===== src/rtl/lru_key_value_cache_core_macros.svh =====
// Assertion macros for the LRU key-value cache.
// Used by the controller and the top level; no other dependencies.
`ifndef LRU_KEY_VALUE_CACHE_CORE_MACROS_SVH
`define LRU_KEY_VALUE_CACHE_CORE_MACROS_SVH

// Implication checked every clock, quiet during reset.
`define LKV_ASSERT_IMPL(label, clk, rst, ante, cons, msg) \
   label: assert property (@(posedge clk) disable iff (rst) (ante) |-> (cons)) \
      else $error(msg);

// Next-cycle implication, quiet during reset.
`define LKV_ASSERT_NEXT(label, clk, rst, ante, cons, msg) \
   label: assert property (@(posedge clk) disable iff (rst) (ante) |=> (cons)) \
      else $error(msg);

`endif


===== src/rtl/lkvc_pkg.sv =====
// Shared types and constants for the LRU key-value cache.
// No dependencies.
`timescale 1ns / 1ps
`default_nettype none
package lkvc_pkg;
   localparam int ENTRIES_DEFAULT = 16;
   localparam int KEY_W = 32;
   localparam int VAL_W = 32;
   localparam int CAP_W = 5;
   localparam logic [CAP_W-1:0] CAP_RESET = 5'd16;

   typedef enum logic {
      CMD_GET = 1'b0,
      CMD_PUT = 1'b1
   } cmd_type;

   typedef enum logic [1:0] {
      ST_IDLE,
      ST_EXEC,
      ST_RESP
   } state_type;

   // controller -> datapath
   typedef struct packed {
      logic load;     // capture request word
      logic exec;     // perform lookup and update
      logic clear;    // empty the store
   } ctl_cmd_type;
endpackage
`default_nettype wire


===== src/rtl/lkvc_ctrl.sv =====
// Controller state machine for the LRU key-value cache.
// Depends on lkvc_pkg and the macros header.
`timescale 1ns / 1ps
`default_nettype none
`include "lru_key_value_cache_core_macros.svh"
module lkvc_ctrl (
   input  wire logic                 clock,
   input  wire logic                 reset,
   input  wire logic                 req_fire,
   input  wire logic                 rsp_fire,
   input  wire logic                 csr_we,
   output lkvc_pkg::state_type       state,
   output lkvc_pkg::ctl_cmd_type     cmd
);
   lkvc_pkg::state_type state_ff, state_in;

   always_ff @(posedge clock) begin
      if (reset) begin
         state_ff <= lkvc_pkg::ST_IDLE;
      end else begin
         state_ff <= state_in;
      end
   end

   always_comb begin
      state_in = state_ff;
      unique case (state_ff)
         lkvc_pkg::ST_IDLE: if (req_fire) state_in = lkvc_pkg::ST_EXEC;
         lkvc_pkg::ST_EXEC: state_in = lkvc_pkg::ST_RESP;
         lkvc_pkg::ST_RESP: begin
            if (rsp_fire) state_in = lkvc_pkg::ST_IDLE;
         end
         default: state_in = lkvc_pkg::ST_IDLE;
      endcase
   end

   always_comb begin
      cmd = '0;
      unique case (state_ff)
         lkvc_pkg::ST_IDLE: cmd.load = req_fire;
         lkvc_pkg::ST_EXEC: cmd.exec = 1'b1;
         default: ;
      endcase
      cmd.clear = csr_we;
   end

   assign state = state_ff;

   `LKV_ASSERT_NEXT(a_exec_follows_load, clock, reset, cmd.load, state_ff == lkvc_pkg::ST_EXEC, "load not followed by exec")
   `LKV_ASSERT_NEXT(a_exec_to_resp, clock, reset, state_ff == lkvc_pkg::ST_EXEC, state_ff == lkvc_pkg::ST_RESP, "exec not followed by resp")
   `LKV_ASSERT_IMPL(a_one_cmd, clock, reset, 1'b1, !(cmd.load && cmd.exec), "load and exec together")
endmodule
`default_nettype wire


===== src/rtl/lkvc_datapath.sv =====
// Datapath: recency-ordered entry store, parallel key compare, result register.
// Depends on lkvc_pkg.
`timescale 1ns / 1ps
`default_nettype none
module lkvc_datapath #(
   parameter int ENTRIES = lkvc_pkg::ENTRIES_DEFAULT
) (
   input  wire logic                          clock,
   input  wire logic                          reset,
   input  lkvc_pkg::ctl_cmd_type              cmd,
   input  wire logic [lkvc_pkg::CAP_W-1:0]    capacity,
   input  wire logic                          req_command,
   input  wire logic [lkvc_pkg::KEY_W-1:0]    req_key,
   input  wire logic [lkvc_pkg::VAL_W-1:0]    req_value,
   output logic                               hit,
   output logic [lkvc_pkg::VAL_W-1:0]         read_value,
   output logic                               evicted,
   output logic [lkvc_pkg::KEY_W-1:0]         evicted_key
);
   localparam int IW = (ENTRIES > 1) ? $clog2(ENTRIES) : 1;
   localparam int OW = $clog2(ENTRIES + 1);

   // slot 0 most recent; valid slots form a prefix
   logic [lkvc_pkg::KEY_W-1:0] keys_ff [ENTRIES];
   logic [lkvc_pkg::VAL_W-1:0] vals_ff [ENTRIES];
   logic [ENTRIES-1:0]         valid_ff;
   logic [OW-1:0]              occ_ff;

   logic                       cmd_ff;
   logic [lkvc_pkg::KEY_W-1:0] key_ff;
   logic [lkvc_pkg::VAL_W-1:0] val_ff;

   logic                       hit_ff, ev_ff;
   logic [lkvc_pkg::VAL_W-1:0] rd_ff;
   logic [lkvc_pkg::KEY_W-1:0] evk_ff;

   logic [ENTRIES-1:0] match;
   logic [IW-1:0]      pos;
   logic               found;
   logic [OW-1:0]      cap_eff;
   logic               full;
   logic [IW-1:0]      shift_top;   // slots 1..shift_top take their neighbor at the next lower index

   always_ff @(posedge clock) begin
      if (cmd.load) begin
         cmd_ff <= req_command;
         key_ff <= req_key;
         val_ff <= req_value;
      end
   end

   always_comb begin
      for (int i = 0; i < ENTRIES; i++) match[i] = valid_ff[i] && (keys_ff[i] == key_ff);
   end

   // lowest matching slot
   always_comb begin
      pos = '0;
      found = 1'b0;
      for (int i = ENTRIES - 1; i >= 0; i--) begin
         if (match[i]) begin
            pos = IW'(i);
            found = 1'b1;
         end
      end
   end

   always_comb begin
      if (capacity == '0) cap_eff = OW'(1);
      else if ({27'd0, capacity} > ENTRIES) cap_eff = OW'(ENTRIES);
      else cap_eff = OW'(capacity);
      full = (occ_ff >= cap_eff);
      if (found) shift_top = pos;
      else if (full) shift_top = IW'(occ_ff - OW'(1));
      else shift_top = IW'(occ_ff);   // unused slot when occ == ENTRIES cannot happen here
   end

   always_ff @(posedge clock) begin
      if (reset || cmd.clear) begin
         valid_ff <= '0;
         occ_ff   <= '0;
      end else if (cmd.exec && (found || cmd_ff == lkvc_pkg::CMD_PUT)) begin
         for (int i = ENTRIES - 1; i > 0; i--) begin
            if (IW'(i) <= shift_top) begin
               keys_ff[i]  <= keys_ff[i-1];
               vals_ff[i]  <= vals_ff[i-1];
               valid_ff[i] <= valid_ff[i-1];
            end
         end
         keys_ff[0]  <= key_ff;
         vals_ff[0]  <= (cmd_ff == lkvc_pkg::CMD_PUT) ? val_ff : vals_ff[pos];
         valid_ff[0] <= 1'b1;
         if (!found && !full) occ_ff <= occ_ff + OW'(1);
      end
   end

   always_ff @(posedge clock) begin
      if (cmd.exec) begin
         hit_ff <= found;
         rd_ff  <= (found && cmd_ff == lkvc_pkg::CMD_GET) ? vals_ff[pos] : '0;
         ev_ff  <= !found && cmd_ff == lkvc_pkg::CMD_PUT && full;
         evk_ff <= (!found && cmd_ff == lkvc_pkg::CMD_PUT && full)
                   ? keys_ff[IW'(occ_ff - OW'(1))] : '0;
      end
   end

   assign hit         = hit_ff;
   assign read_value  = rd_ff;
   assign evicted     = ev_ff;
   assign evicted_key = evk_ff;
endmodule
`default_nettype wire


===== src/rtl/lru_key_value_cache_core.sv =====
// Top level of the LRU key-value cache: stream ports, capacity register.
// Depends on lkvc_pkg, lkvc_ctrl, lkvc_datapath and the macros header.
// A request word accepted in idle is looked up in the execute state; the registered
//   response word is then valid in the respond state until it is taken. One request in
//   flight, set by the controller's load/execute/respond sequence.
// Reset: synchronous, active high; empties the store, capacity back to 16.
// Writing capacity empties the store in the same edge.
`timescale 1ns / 1ps
`default_nettype none
`include "lru_key_value_cache_core_macros.svh"
module lru_key_value_cache_core #(
   parameter int ENTRIES = lkvc_pkg::ENTRIES_DEFAULT
) (
   input  wire logic        clock,
   input  wire logic        reset,
   input  wire logic        req_tvalid,
   output logic             req_tready,
   input  wire logic        req_tuser,   // command[0]
   input  wire logic [63:0] req_tdata,   // lookup_key[31:0], store_value[63:32]
   output logic             rsp_tvalid,
   input  wire logic        rsp_tready,
   output logic [71:0]      rsp_tdata,   // hit[0], read_value[32:1], evicted[33], evicted_key[65:34]
   input  wire logic        csr_we,
   input  wire logic [4:0]  csr_wdata    // capacity
);
   logic [lkvc_pkg::CAP_W-1:0] cap_ff;
   lkvc_pkg::state_type        state;
   lkvc_pkg::ctl_cmd_type      cmd;
   logic                       hit, evicted;
   logic [31:0]                read_value, evicted_key;
   logic                       req_fire, rsp_fire;

   always_ff @(posedge clock) begin
      if (reset) begin
         cap_ff <= lkvc_pkg::CAP_RESET;
      end else if (csr_we) begin
         cap_ff <= csr_wdata;
      end
   end

   assign req_tready = (state == lkvc_pkg::ST_IDLE);
   assign rsp_tvalid = (state == lkvc_pkg::ST_RESP);
   assign req_fire   = req_tvalid && req_tready;
   assign rsp_fire   = rsp_tvalid && rsp_tready;

   lkvc_ctrl u_ctrl (
      .clock, .reset, .req_fire, .rsp_fire, .csr_we, .state, .cmd
   );

   lkvc_datapath #(.ENTRIES(ENTRIES)) u_dp (
      .clock, .reset, .cmd,
      .capacity    (cap_ff),
      .req_command (req_tuser),
      .req_key     (req_tdata[31:0]),
      .req_value   (req_tdata[63:32]),
      .hit, .read_value, .evicted, .evicted_key
   );

   assign rsp_tdata = {6'd0, evicted_key, evicted, read_value, hit};

   `LKV_ASSERT_IMPL(a_no_dual, clock, reset, 1'b1, !(req_tready && rsp_tvalid), "ready while response pending")
   `LKV_ASSERT_IMPL(a_miss_zero, clock, reset, rsp_tvalid && !hit, read_value == '0, "miss with nonzero value")
   `LKV_ASSERT_IMPL(a_evict_miss, clock, reset, rsp_tvalid && evicted, !hit, "eviction on hit")
endmodule
`default_nettype wire

===== config.mk =====
export PLATFORM = sky130hd
export DESIGN_NAME = lru_key_value_cache_core
export DESIGN_NICKNAME = d
export VERILOG_FILES = /design/src/rtl/lkvc_pkg.sv /design/src/rtl/lkvc_ctrl.sv /design/src/rtl/lkvc_datapath.sv /design/src/rtl/lru_key_value_cache_core.sv
export VERILOG_INCLUDE_DIRS = /design/src /design/src/rtl
export SDC_FILE = /design/constraint.sdc
export NUM_CORES = 2
export LEC_CHECK = 0
export ABC_AREA = 1
export BUFFER_PORTS_ARGS = -buffer_cell sky130_fd_sc_hd__buf_2
export CAP_MARGIN = 20
export CORE_ASPECT_RATIO = 0.9
export CORE_MARGIN = 4
export CORE_UTILIZATION = 57
export DETAILED_ROUTE_END_ITERATION = 10
export HOLD_SLACK_MARGIN = 0.02
export PLACE_DENSITY = 0.83
export SLEW_MARGIN = 20
export SYNTH_ARGS = -nofsm -noshare
export SYNTH_HDL_FRONTEND = slang
export SYNTH_SLANG_ARGS = --single-unit

===== constraint.sdc =====
create_clock -name clock -period 11.4 [get_ports clock]
set_input_delay 1.14 -clock clock [delete_from_list [all_inputs] [get_ports clock]]
set_output_delay 1.14 -clock clock [all_outputs]
set_load 0.02 [all_outputs]

==> metrics.cfg <==
[critical_path]
cp_common_cell=nand2_1
cp-start-kind=flop
crit_fanout=115
timing.rr.start=u_dp.key_ff[18]
r2r_cells=29
worstPathArrival_ps=7560
path_class=reg2reg
required_ps=11750
r2r-end=u_dp.vals_ff[11][11]
max_stage_delay_ps=840
slowest_stage=edfxtp_1
rrSetupSlack_ps=4190
crit_path_end_kind=flop

[logic_synthesis]
yosysWarningCount=0
ys_seq_elements=1183
ys_seq_area_frac=0.640
synth_enable_flop_cells=1155
netlist.top_cell.by_area=edfxtp_1
synthCells=5165
yosysTopAreaCellShare=0.630
synth_area_leaders=edfxtp_1, nand2_1, nand3_1
yosys-top-cells-count=edfxtp_1, nand2_1, nand3_1
avgSynthCellArea_um2=10.7
synth_most_common_cell=edfxtp_1
async_reset_ff_frac=0
syn_area_um2=55100
synth_top_flop_cell=edfxtp_1
ys_types=63

[clock_tree]
h-tree-depth=3
cts-root-buf=clkbuf_16
cts_setup_buffers=0
clk_pin_slew_worst_paths_ps=60
cts_buffer_depth=3
cts_hold_buf=0
cts-resized-gates=0
cts_tree=done
clock_sinks=1183
cts_made_buffers=116
insertion_delay_ps=740

[grt]
grt.total_usage=0.397
grt_pass1_wl_mm=290
grt_start_max_net_pins=206
grt_pass1_vias=40543
grt_antenna_before_repair=8
grt.overflow.total=0

[detailed_routing]
dr_wl_met3_mm=29.7
drc=0
highest_layer=met5
first_iter_violations=8581
wl_mm=204
met1_length_mm=76.8
ant_nets=0
drt-wirelength-per-cell_um=31.3
via_count=43654
first_pass_iters=9
met2WireLength_mm=85.6
viasPerCell=6.68

[floorplan]
fp.dieH_um=303
core_area_um2=95200
initial_utilization=0.578
dieWidth_um=336
rows=107
die-area_um2=102000
io_pins=149

[hold_path]
holdPathStages=0
holdPathEnd=u_dp.vals_ff[15][21]
min_path_type=reg2reg
min_from=u_dp.vals_ff[14][21]

[timing]
fin_crit_ps=7210
finalHoldViolCount=0
rsz0062_at_grt=false
setup_viol=0
holdWs_ps=433
fin_worst_skew_ps=31.9
worst_slew_pin_slew_ps=1230
fmax_mhz=139
final_max_slew_viol_count=0
finalCritPeriodShare=0.632
slew_headroom=0.182
tns_ps=0

[flow_run]
drv_cap=0

[layout]
multi_input_area_um2=16600
seqCellArea_um2=35200
fin_nets=5260
drive_above_1_share=0.0992
synthToLayoutAreaGrowth_pct=9.65
fill_cells=7308

[placed_design]
dpl.hpwl_mm=137
place.gp.congestion=1.02
io_buffers=142

[run_status]
status=finished, final reports clean

[pwr]
power.total_mw=9.42
vdd_drop_max_mv=0.135
power.density_nw_per_um2=156
p_leak_nw=22.3

[final cells by class]
cell class                      count  share of cell area
Inverter                          393              0.0248
Clock buffer                      144              0.0513
Tap cell                         1253              0.0260
Clock inverter                     76              0.0157
Antenna cell                        5            0.000207
Timing Repair Buffer              226              0.0226
Sequential cell                  1183               0.584
Multi-Input combinational cell   3258               0.276
[cells in the final DEF (no fill, tap or decap), types with 8 or more instances in the layout]
master        n
a21oi_1     194
or2_2        24
edfxtp_1   1155
bufinv_16    20
inv_2        36
nor2_4       13
buf_2       142
a221oi_1     18
o21ai_0     368
a22o_1       12
nand2_1    1122
clkbuf_1     20
nor4_1       38
clkinv_1     27
a211oi_1     24
nand4_1      53
xnor2_1      66
inv_4         8
inv_1       346
nor3_1       17
nand3b_1    113
buf_4        82
o21ai_1      28
o211ai_1     41
o2111ai_1    20
clkbuf_16   117
xor2_1       57
nor2_1      273
clkinv_2     24
dfxtp_1      27
o22ai_1     138
o221ai_1     49
nand3_1     504
[kinds of logic (layout without fill, tap and decap cells)]
logic type | count (synthesis) | count (layout) | synth area share
simple gates | 2206 | 2206 | 0.179
compound gates | 914 | 914 | 0.0975
flops | 1183 | 1183 | 0.640
fa+ha+maj | 7 | 7 | 0.00159
xor+xnor | 125 | 125 | 0.0199
buf+inv | 729 | 839 | 0.0614
other cells | 1 | 11 | 0.0000681
[metrics by stage]
stage	cell area [um2]	cells	util	worst slack (ps)
after floorplan	55100	5170	-	522
after global placement	56300	6313	0.592	4450
after detailed placement	56300	6313	0.592	4450
after CTS	60400	6533	0.634	4440
after global routing	60400	6533	0.634	3710
final	60400	6538	0.634	4190
[worst max path at each step]
stage          slack, ps                    to       startpoint  depth (start not counted)
3_3_place_gp        4450  u_dp.vals_ff[11][13]  u_dp.key_ff[18]                         31
3_5_place_dp        4450  u_dp.vals_ff[11][13]  u_dp.key_ff[18]                         31
2_1_floorplan        520   u_dp.keys_ff[15][0]  u_ctrl.state[0]                          6
5_1_grt             3710   u_dp.vals_ff[11][6]  u_dp.key_ff[18]                         31
4_1_cts             4440  u_dp.vals_ff[11][14]  u_dp.key_ff[18]                         29
6_report            4190  u_dp.vals_ff[11][11]  u_dp.key_ff[18]                         29
[sequential cells by signal, indices dropped and copies added, names as in the netlist]
signal / count
cap_ff: 5
u_ctrl.state: 2
u_dp.cmd_ff: 1
u_dp.evicted: 1
u_dp.evicted_key: 32
u_dp.hit: 1
u_dp.key_ff: 32
u_dp.keys_ff: 512
u_dp.occ_ff: 5
u_dp.read_value: 32
u_dp.val_ff: 32
u_dp.valid_ff: 16
u_dp.vals_ff: 512
[metal layers]
| layer | up-vias | global-route usage |
|---|---|---|
| li1 | 18318 | - |
| met1 | 21066 | 0.568 |
| met2 | 3676 | 0.561 |
| met3 | 588 | 0.108 |
| met4 | 6 | 0.201 |
| met5 | - | 0 |
[power by group]
group | switching (mW) | internal [mW]
Sequential | 0.0280 | 4.76
Combinational | 0.392 | 0.120
Clock | 1.74 | 2.38
[critical path, delay by kind of cell (launching register included)]
family	cells	cell delay, ps
AND/OR/NAND/NOR	24	4240
flip-flops	1	840
AO/OA/AOI/OAI	1	200
buffers and inverters	4	1380
Power figures use the tool's default switching activity.
